[src/hdl/ilc_pkg.sv]
// Package for the integer literal converter.
// Holds the word types of both channels, the size class codes and the value limits.
// Depends on nothing.
package ilc_pkg;

   typedef enum logic [1:0] {
      SIZE_INT32  = 2'd0,
      SIZE_UINT32 = 2'd1,
      SIZE_INT64  = 2'd2,
      SIZE_UINT64 = 2'd3
   } size_class_type;

   typedef struct packed {
      logic [7:0] digit_char;
      logic       hex_mode;
      logic       last_digit;
   } req_word_type;

   typedef struct packed {
      logic [63:0]    literal_value;
      size_class_type size_class;
      logic           overflowed;
   } rsp_word_type;

   localparam logic [63:0] ALL_ONES  = 64'hFFFF_FFFF_FFFF_FFFF;
   localparam logic [63:0] DEC_LIMIT = 64'd1844674407370955161;

endpackage

[src/hdl/ilc_accum.sv]
// Accumulator of the integer literal converter: digit decode, scale and add,
// exact decimal overflow detection and size classification of the finished value.
// Depends on ilc_pkg.
module ilc_accum (
   input  logic                 clock,
   input  logic                 reset,
   input  logic                 step,
   input  ilc_pkg::req_word_type word,
   output ilc_pkg::rsp_word_type result
);

   localparam logic [7:0] CHAR_ZERO  = 8'h30;
   localparam logic [7:0] CHAR_NINE  = 8'h39;
   localparam logic [7:0] CHAR_LOW_A = 8'h61;
   localparam logic [7:0] CHAR_LOW_F = 8'h66;
   localparam logic [7:0] CHAR_UP_A  = 8'h41;
   localparam logic [7:0] CHAR_UP_F  = 8'h46;

   logic [63:0] accumulator_ff, accumulator_in;
   logic        overflow_ff, overflow_in;
   logic [3:0]  digit;
   logic        is_dec, is_hex_letter;
   logic [63:0] next_value;
   logic        dec_over, next_overflow;

   always_comb begin
      is_dec        = (word.digit_char >= CHAR_ZERO) && (word.digit_char <= CHAR_NINE);
      is_hex_letter = word.hex_mode &&
                      (((word.digit_char >= CHAR_LOW_A) && (word.digit_char <= CHAR_LOW_F)) ||
                       ((word.digit_char >= CHAR_UP_A) && (word.digit_char <= CHAR_UP_F)));
      // Letters a-f and A-F both carry 1..6 in their low nibble.
      if (is_dec) begin
         digit = word.digit_char[3:0];
      end else if (is_hex_letter) begin
         digit = word.digit_char[3:0] + 4'd9;
      end else begin
         digit = 4'd0;
      end

      dec_over = (accumulator_ff > ilc_pkg::DEC_LIMIT) ||
                 ((accumulator_ff == ilc_pkg::DEC_LIMIT) && (digit > 4'd5));

      next_overflow = overflow_ff;
      if (overflow_ff) begin
         next_value = ilc_pkg::ALL_ONES;
      end else if (word.hex_mode) begin
         next_value = {accumulator_ff[59:0], digit};
      end else if (dec_over) begin
         next_value    = ilc_pkg::ALL_ONES;
         next_overflow = 1'b1;
      end else begin
         // Times ten as eight times plus two times.
         next_value = {accumulator_ff[60:0], 3'b000} + {accumulator_ff[62:0], 1'b0}
                      + {60'd0, digit};
      end

      result.literal_value = next_value;
      result.overflowed    = next_overflow;
      if (next_overflow || next_value[63]) begin
         result.size_class = ilc_pkg::SIZE_UINT64;
      end else if (next_value[63:32] != 32'd0) begin
         result.size_class = ilc_pkg::SIZE_INT64;
      end else if (next_value[31]) begin
         result.size_class = ilc_pkg::SIZE_UINT32;
      end else begin
         result.size_class = ilc_pkg::SIZE_INT32;
      end

      accumulator_in = accumulator_ff;
      overflow_in    = overflow_ff;
      if (step) begin
         accumulator_in = word.last_digit ? 64'd0 : next_value;
         overflow_in    = word.last_digit ? 1'b0 : next_overflow;
      end
   end

   always_ff @(posedge clock) begin
      if (reset) begin
         accumulator_ff <= 64'd0;
         overflow_ff    <= 1'b0;
      end else begin
         accumulator_ff <= accumulator_in;
         overflow_ff    <= overflow_in;
      end
   end

endmodule

[src/hdl/ilc_outreg.sv]
// Result register of the integer literal converter.
// Holds one finished word until the receiver takes it. Depends on ilc_pkg.
module ilc_outreg (
   input  logic                 clock,
   input  logic                 reset,
   input  logic                 load,
   input  ilc_pkg::rsp_word_type load_word,
   output logic                 free,
   output logic                 rsp_valid,
   input  logic                 rsp_stall,
   output ilc_pkg::rsp_word_type rsp_word
);

   logic                  valid_ff, valid_in;
   ilc_pkg::rsp_word_type word_ff, word_in;

   always_comb begin
      free     = !valid_ff || !rsp_stall;
      valid_in = load || (valid_ff && rsp_stall);
      word_in  = load ? load_word : word_ff;
   end

   always_ff @(posedge clock) begin
      if (reset) begin
         valid_ff <= 1'b0;
      end else begin
         valid_ff <= valid_in;
      end
   end

   always_ff @(posedge clock) begin
      word_ff <= word_in;
   end

   assign rsp_valid = valid_ff;
   assign rsp_word  = word_ff;

endmodule

[src/hdl/integer_literal_converter.sv]
// Integer literal converter, top level.
// Instantiates ilc_accum and ilc_outreg; uses types and constants from ilc_pkg.
//
// Usage: the req channel carries one ASCII digit character per word, most
// significant digit first, with hex_mode choosing decimal or hexadecimal and
// last_digit marking the final character of the literal. The rsp channel
// carries one word per literal: the 64-bit value, its size class and the
// decimal overflow flag. A word is taken on a rising edge where valid is high
// and stall is low.
// Each accepted character lands in an input register; while it is held there,
// the accumulator scales and adds it in one shift-add step, and a final digit
// loads the result register at the rising edge where it leaves the input
// register, which it does once the result register is free. One character
// is accepted every cycle while no final digit waits on an occupied result
// register; the accumulator update, registered at the edge where the
// character leaves, is what sets that rate.
// When the receiver stalls, the result register holds its word; characters
// that produce no result keep flowing, and the first final digit waits in the
// input register, which then raises req_stall.
// Synchronous reset empties both registers and clears the accumulator and the
// overflow flag, so the next character starts a new literal.
module integer_literal_converter (
   input  logic                 clock,
   input  logic                 reset,
   input  logic                 req_valid,
   output logic                 req_stall,
   input  ilc_pkg::req_word_type req_word,
   output logic                 rsp_valid,
   input  logic                 rsp_stall,
   output ilc_pkg::rsp_word_type rsp_word
);

   logic                  in_valid_ff, in_valid_in;
   ilc_pkg::req_word_type in_word_ff, in_word_in;
   logic                  out_free;
   logic                  advance;
   ilc_pkg::rsp_word_type result;

   // The held character moves on unless it finishes a literal and the result
   // register is still occupied by an untaken word.
   always_comb begin
      advance     = in_valid_ff && (!in_word_ff.last_digit || out_free);
      req_stall   = in_valid_ff && !advance;
      in_valid_in = (req_valid && !req_stall) || (in_valid_ff && !advance);
      in_word_in  = (req_valid && !req_stall) ? req_word : in_word_ff;
   end

   always_ff @(posedge clock) begin
      if (reset) begin
         in_valid_ff <= 1'b0;
      end else begin
         in_valid_ff <= in_valid_in;
      end
   end

   always_ff @(posedge clock) begin
      in_word_ff <= in_word_in;
   end

   ilc_accum u_accum (
      .clock  (clock),
      .reset  (reset),
      .step   (advance),
      .word   (in_word_ff),
      .result (result)
   );

   ilc_outreg u_outreg (
      .clock     (clock),
      .reset     (reset),
      .load      (advance && in_word_ff.last_digit),
      .load_word (result),
      .free      (out_free),
      .rsp_valid (rsp_valid),
      .rsp_stall (rsp_stall),
      .rsp_word  (rsp_word)
   );

   // An overflowed literal always reads as saturated and unsigned 64-bit.
   assert property (@(posedge clock) disable iff (reset)
      rsp_valid && rsp_word.overflowed |->
         rsp_word.size_class == ilc_pkg::SIZE_UINT64 &&
         rsp_word.literal_value == ilc_pkg::ALL_ONES)
      else $error("overflowed result is not saturated unsigned 64-bit");

   // A signed 32-bit class must really fit in 31 bits.
   assert property (@(posedge clock) disable iff (reset)
      rsp_valid && rsp_word.size_class == ilc_pkg::SIZE_INT32 |->
         rsp_word.literal_value[63:31] == 33'd0)
      else $error("int32 class with a value that does not fit");

   // Input is only held off while a final digit waits on a full result register.
   assert property (@(posedge clock) disable iff (reset)
      req_stall |-> in_valid_ff && in_word_ff.last_digit && rsp_valid && rsp_stall)
      else $error("input stalled without a blocked final digit");

   // A final digit that is not held off reaches the result register and makes it valid.
   assert property (@(posedge clock) disable iff (reset)
      in_valid_ff && in_word_ff.last_digit && !req_stall |=> rsp_valid)
      else $error("final digit advanced without producing a result");

endmodule

[config.mk]
export PLATFORM = sky130hd
export DESIGN_NAME = integer_literal_converter
export DESIGN_NICKNAME = d
export VERILOG_FILES = /design/src/hdl/ilc_pkg.sv /design/src/hdl/ilc_accum.sv /design/src/hdl/ilc_outreg.sv /design/src/hdl/integer_literal_converter.sv
export SDC_FILE = /design/constraint.sdc
export NUM_CORES = 1
export LEC_CHECK = 0
export BUFFER_PORTS_ARGS = -buffer_cell sky130_fd_sc_hd__buf_2
export CORE_ASPECT_RATIO = 0.8
export CORE_MARGIN = 8
export CORE_UTILIZATION = 50
export CTS_CLUSTER_SIZE = 24
export DETAILED_ROUTE_END_ITERATION = 10
export PLACE_DENSITY_LB_ADDON = 0.25
export RECOVER_POWER = 100
export SYNTH_ARGS = -nofsm -noshare
export SYNTH_HDL_FRONTEND = slang
export SYNTH_HIERARCHICAL = 1
export SYNTH_SLANG_ARGS = --single-unit
[constraint.sdc]
create_clock -name clock -period 15.5 [get_ports clock]
set_input_delay 0.775 -clock clock [delete_from_list [all_inputs] [get_ports clock]]
set_output_delay 0.775 -clock clock [all_outputs]
set_load 0.005 [all_outputs]
==> reports/results.ini, run 1 <==
[outcome]
status = finished with violations
violations = capacitance limit, slew limit

[detailed_routing]
dr_wl_met3_um = 3620
m1WireLength_um = 18300
vias_per_cell = 6.49
remaining_drc_errors = 0
drtPass1Iterations = 6
routedWlPerCell_um = 22.2
drt-total-wl_um = 37100
top_layer_used = met4
wl_met2_um = 14700
dr_total_vias = 10800
antenna_left = 0
drtIter0Drc = 1323

[clock_network]
cts_max_path_buffers = 2
cts_resized = 0
htreeDepth = 4
numCtsBuffers = 17
clkTransAtPathRegs_ps = 70
root_buffer = clkbuf_16
post_cts_buffers = 0
cts.sink_count = 144
postCtsHoldBufs = 0
cts_tree = built
clock_latency_ps = 430

[cells_and_area]
final_area_um2 = 12200
syn_to_final_growth_pct = 9.10
fin_nets = 1490
drive_gt1_share_pct = 6.46
diodes = 0
finalCoreUtilization_pct = 55.0

[synthesis]
synth_edf_count = 77
ys_seq_area_share_pct = 32.6
syn_avg_cell_area_um2 = 8.57
synth_area_um2 = 11200
syn_nets = 1450
synthArstFlopShare_pct = 0
postSynthCellCount = 1309
yosys_warnings = 6
synth_ff_type = edfxtp_1
synth_seq_cells = 144
ys_types = 87

[pwr]
power.total_w = 0.000892
p_leak_nw = 4.86
max-vdd-ir-drop_mv = 0.0661
powerDensity_nw_per_um2 = 72.8

[critical_path]
worst_ep_arrival_time_ps = 7170
cp-start-kind = register
crit_type = reg2reg
path_max_fanout = 44
end_kind = register
worstPathRequired_ps = 15670

[die]
core_um2 = 22300
pin_count = 83
die_area_um2 = 27500
dieWidth_um = 183
initial_core_util_pct = 50.4
placementRows = 49
die_h_um = 150

[grt]
antenna_found_initial = 1
grt_max_degree = 69
overflow = 0
grtUsageTotal_pct = 26.8
grt_pass1_wl_um = 58100
grt_pass1_vias = 9924

[sta]
setup_tns_ps = 0
slew_viol_final = 185
hold_slack_ps = 490
final.setup_skew_ps = 13.4
rsz0062_at_grt = false
fin_crit_sh_pct = 45.2
setup_viol = 0
min_period_ps = 7010
fmax_ghz = 0.143
worstMarginPinSlew_ps = 3500
hold_viol_final = 0
slew_headroom_pct = -133

[placed_design]
numPortBuffers = 82
dp_hpwl_um = 27900
placed_area_um2 = 11800
place_congestion = 0.965

[hold_path]
holdCritPathClass = reg2reg

[job]
max-cap-violations = 4

==> report_power, final <==
| group | switching [W] | leakage, nW | internal [W] |
|---|---|---|---|
| combinational | 0.0000463 | 3.30 | 0.0000187 |
| clock | 0.000175 | 0.283 | 0.000236 |
| sequential | 0.00000526 | 1.28 | 0.000411 |
| total | 0.000226 | 4.86 | 0.000665 |
==> layout by cell type (no fill, tap or decap), types with 24 or more instances in the layout <==
master | Yosys | final
nor2_1 | 148 | 147
clkbuf_1 | 41 | 61
buf_2 | 18 | 27
inv_1 | 28 | 27
a22oi_1 | 57 | 57
xnor2_1 | 27 | 27
nor3_1 | 24 | 24
o21ai_0 | 54 | 59
a21oi_1 | 93 | 94
nand2_1 | 152 | 152
edfxtp_1 | 77 | 77
o211ai_1 | 50 | 50
dfxtp_1 | 67 | 67
nand3_1 | 24 | 24
nand4_1 | 37 | 38
ha_1 | 125 | 125
==> layout make-up <==
class                   instances  area [um^2]
fillers                      2069        10000
repair buffers                 91          394
clock buffers                  21          472
well taps                     306          383
flip-flops and latches        144         3650
clock inverters                11          105
inverters                      29          109
multi-input cells            1066         7130
==> state kept, by name, summed over array words and instances (netlist names) <==
| name | count |
|---|---|
| u_outreg/rsp_word | 67 |
| u_accum/accumulator_ff | 64 |
| in_valid_ff | 1 |
| u_outreg/rsp_valid | 1 |
| u_accum/overflow_ff | 1 |
| in_word_ff | 10 |
==> path summary, 6_finish.rpt <==
check | start | end | slack [ps] | depth (start not counted)
setup / recovery | u_accum/accumulator_ff[28]$_SDFFE_PP0P_ | u_outreg/rsp_word[2]$_DFFE_PP_ | 8490 | 11
hold / removal | u_accum/accumulator_ff[63]$_SDFFE_PP0P_ | u_accum/accumulator_ff[63]$_SDFFE_PP0P_ | 490 | 2
setup reg to reg | u_accum/accumulator_ff[28]$_SDFFE_PP0P_ | u_outreg/rsp_word[2]$_DFFE_PP_ | 8490 | 11
hold reg to reg | u_accum/accumulator_ff[63]$_SDFFE_PP0P_ | u_accum/accumulator_ff[63]$_SDFFE_PP0P_ | 490 | 2
==> per-stage QoR <==
stage,worst slack (ps),instances
finish,8490,1668
global placement,9380,1636
floorplan,10330,1309
detailed placement,9220,1636
CTS,9170,1668
global route,8240,1668
==> metal layers <==
| layer | global-route usage, % | up-vias |
|---|---|---|
| met5 | 0 | - |
| met2 | 37.3 | 548 |
| met3 | 5.56 | 41 |
| met1 | 41.4 | 5163 |
| li1 | - | 5067 |
| met4 | 5.68 | 0 |
==> kinds of logic (layout without fill, tap and decap cells) <==
| kind of cell | after synthesis | count (layout) | synth area share [%] |
|---|---|---|---|
| AOI/OAI and AO/OA | 416 | 416 | 25.4 |
| xor gates and xnor gates | 42 | 42 | 3.28 |
| adders and majority gates | 127 | 127 | 14.3 |
| buffers and inverters | 99 | 152 | 3.71 |
| DFF | 144 | 144 | 32.6 |
| muxes | 8 | 8 | 0.714 |
| and+or+nand+nor | 473 | 473 | 20.0 |
==> worst max-delay path, stage by stage, from the launching register on <==
cell and delay [ps]:
dfxtp_1 590, nor4bb_1 330, nand4_1 370, nor3_1 680
nand4_1 190, o211ai_1 150, clkbuf_1 1740, o2111ai_1 890
nor4bb_1 580, nand4b_1 200, or4_1 510, or4_1 500
==> cells in the mapped netlist, drive strengths merged, types with 4 or more instances <==
cell type	number	area [um^2]
a211o	6	55.1
dfxtp	67	1340
nor4	7	43.8
a21oi	95	483
and2	6	37.5
xor2	15	131
a31oi	11	68.8
a21o	18	136
o22ai	5	31.3
edfxtp	77	2310
buf	29	154
a2111oi	5	45.0
o2111ai	4	35.0
and3	6	37.5
o41ai	4	35.0
or2	4	25.0
o21ai	63	327
a21boi	6	48.8
nand3	24	120
o21bai	10	75.1
a221oi	6	58.8
xnor2	27	236
nand2b	13	81.3
or4	11	86.3
a211oi	17	138
nor4b	4	47.6
nor2	148	556
inv	28	105
nor3b	6	45.0
nand2	153	577
mux2i	8	80.1
o211ai	50	375
and4	4	35.0
a22oi	57	428
o21a	17	128
a32o	4	40.0
ha	125	1560
clkbuf	41	154
nor3	25	130
o31ai	10	80.1
or3	10	62.6
nand4	39	256
(Power assumes the default switching activity.)
==> inputs of run 2 (changes only) <==
Clock period 15.5 ns to 6.98 ns, I/O delays scaled along.
==> run 2 against run 1 <==
Sequential share of layout area is 0.26 points lower. Core utilization is 0.49 points higher. Sequential power is 120% higher. The flow still finishes with violations (capacitance limit, slew limit). First-iteration DRC count is 11% higher. Total power is 140% higher. Clock skew is 5.8 ps higher. Die area stayed put. Register-to-register slack worse by 8000 ps. Sequential cell count stayed put.
==> reports/results.ini, run 2 (same netlist as run 1, synthesis figures left out) <==
[outcome]
status = finished with violations
violations = capacitance limit, slew limit

[clock_network]
post_cts_buffers = 0
cts_tree = built
htreeDepth = 4
postCtsHoldBufs = 0
clock_latency_ps = 430
cts.sink_count = 144
numCtsBuffers = 17
cts_resized = 0
root_buffer = clkbuf_16
clkTransAtPathRegs_ps = 60
cts_max_path_buffers = 2

[die]
pin_count = 83
dieWidth_um = 183
initial_core_util_pct = 50.4
die_area_um2 = 27500
placementRows = 49
die_h_um = 150
core_um2 = 22300

[detailed_routing]
antenna_left = 0
vias_per_cell = 6.47
drt-total-wl_um = 37300
dr_total_vias = 10800
remaining_drc_errors = 0
routedWlPerCell_um = 22.3
drtIter0Drc = 1465
drtPass1Iterations = 7

[placed_design]
dp_hpwl_um = 27900
place_congestion = 0.955
numPortBuffers = 82
placed_area_um2 = 11800
place_ws_ps = 946

[cells_and_area]
diodes = 0
syn_to_final_growth_pct = 10.1
drive_gt1_share_pct = 7.18
fin_nets = 1492
largest_reg_flops = 67
final_common_cell = nand2_1
multi_input_area_um2 = 7140
fillers = 2090
final-seq-area_um2 = 3650
final_area_um2 = 12400
mostFrequentLayoutCells = nand2_1 (152), nor2_1 (146), ha_1 (125)

[sta]
worstMarginPinSlew_ps = 4080
setup_viol = 0
min_period_ps = 6460
fin_ws_ps = 517
fin_crit_sh_pct = 92.6
fmax_ghz = 0.155
slew_viol_final = 138
hold_viol_final = 0
final.setup_skew_ps = 19.2
slew_headroom_pct = -172
setup_tns_ps = 0
rsz0062_at_grt = false

[critical_path]
r2r_cells = 19
worstPathRequired_ps = 7140
end_kind = register
crit_type = reg2reg
cp-start-kind = register
reg2reg_slack_ps = 520
worst_ep_arrival_time_ps = 6620
path_max_fanout = 6

[grt]
grtUsageTotal_pct = 26.9
overflow = 0
grt_pass1_vias = 9935
grt_pass1_wl_um = 57800
grt_max_degree = 90
antenna_found_initial = 0

[hold_path]
holdPathStages = 1
holdCritPathClass = in2reg

[job]
max-cap-violations = 2

[pwr]
powerDensity_nw_per_um2 = 170
max-vdd-ir-drop_mv = 0.125
p_leak_nw = 4.92

-- run 2: path summary, 6_finish.rpt --
kind / from / end
hold reg to reg: u_accum/accumulator_ff[63]$_SDFFE_PP0P_ / u_accum/accumulator_ff[63]$_SDFFE_PP0P_
hold / removal: req_word[5] / in_word_ff[5]$_DFFE_PP_
setup / recovery: in_word_ff[3]$_DFFE_PP_ / u_outreg/rsp_word[2]$_DFFE_PP_
setup reg to reg: in_word_ff[3]$_DFFE_PP_ / u_outreg/rsp_word[2]$_DFFE_PP_
-- run 2: metrics by stage --
stage               utilization [%]  hold WS (ps)  std cells  power [W]
detailed placement             53.0           494       1638    0.00108
global placement               53.0           480       1638    0.00108
floorplan                         -           421       1309    0.00103
finish                         55.5           106       1670    0.00210
CTS                            56.0          96.1       1670    0.00211
global route                   55.5          90.8       1670    0.00215
-- run 2: cell type report --
class / instances / area share (%)
multi-input combinational: 1066 / 57.8
timing repair buffer: 93 / 3.36
clock inverter: 12 / 1.68
inverter: 29 / 0.881
tap: 306 / 3.10
clock buffer: 20 / 3.62
sequential: 144 / 29.6
-- run 2: report_power, final --
part / internal [W] / leakage [nW] / switching [W]
Clock: 0.000648 / 0.315 / 0.000380
Combinational: 0.0000417 / 3.33 / 0.000103
Sequential: 0.000913 / 1.28 / 0.0000119
Total: 0.00160 / 4.92 / 0.000494
-- run 2: critical path, cell delays in order (launching register included) --
cell,delay (ps)
edfxtp_1,450
inv_1,120
ha_1,180
nor2_1,50
a32oi_1,170
nand3_1,220
a21boi_0,230
fa_1,510
inv_1,70
ha_1,300
a211oi_1,90
o21ai_0,530
a32oi_1,280
a211oi_1,610
o21ai_0,390
and2_0,290
a311o_1,440
nand4b_1,270
or4_1,510
or4_1,490
-- run 2: metal layers --
metal	global-route usage, %	share of wire (%)	up-vias
li1	-	-	5075
met1	41.3	48	5145
met2	37.2	40	538
met3	6.02	11	43
met4	5.88	1.5	0
met5	0	0	-
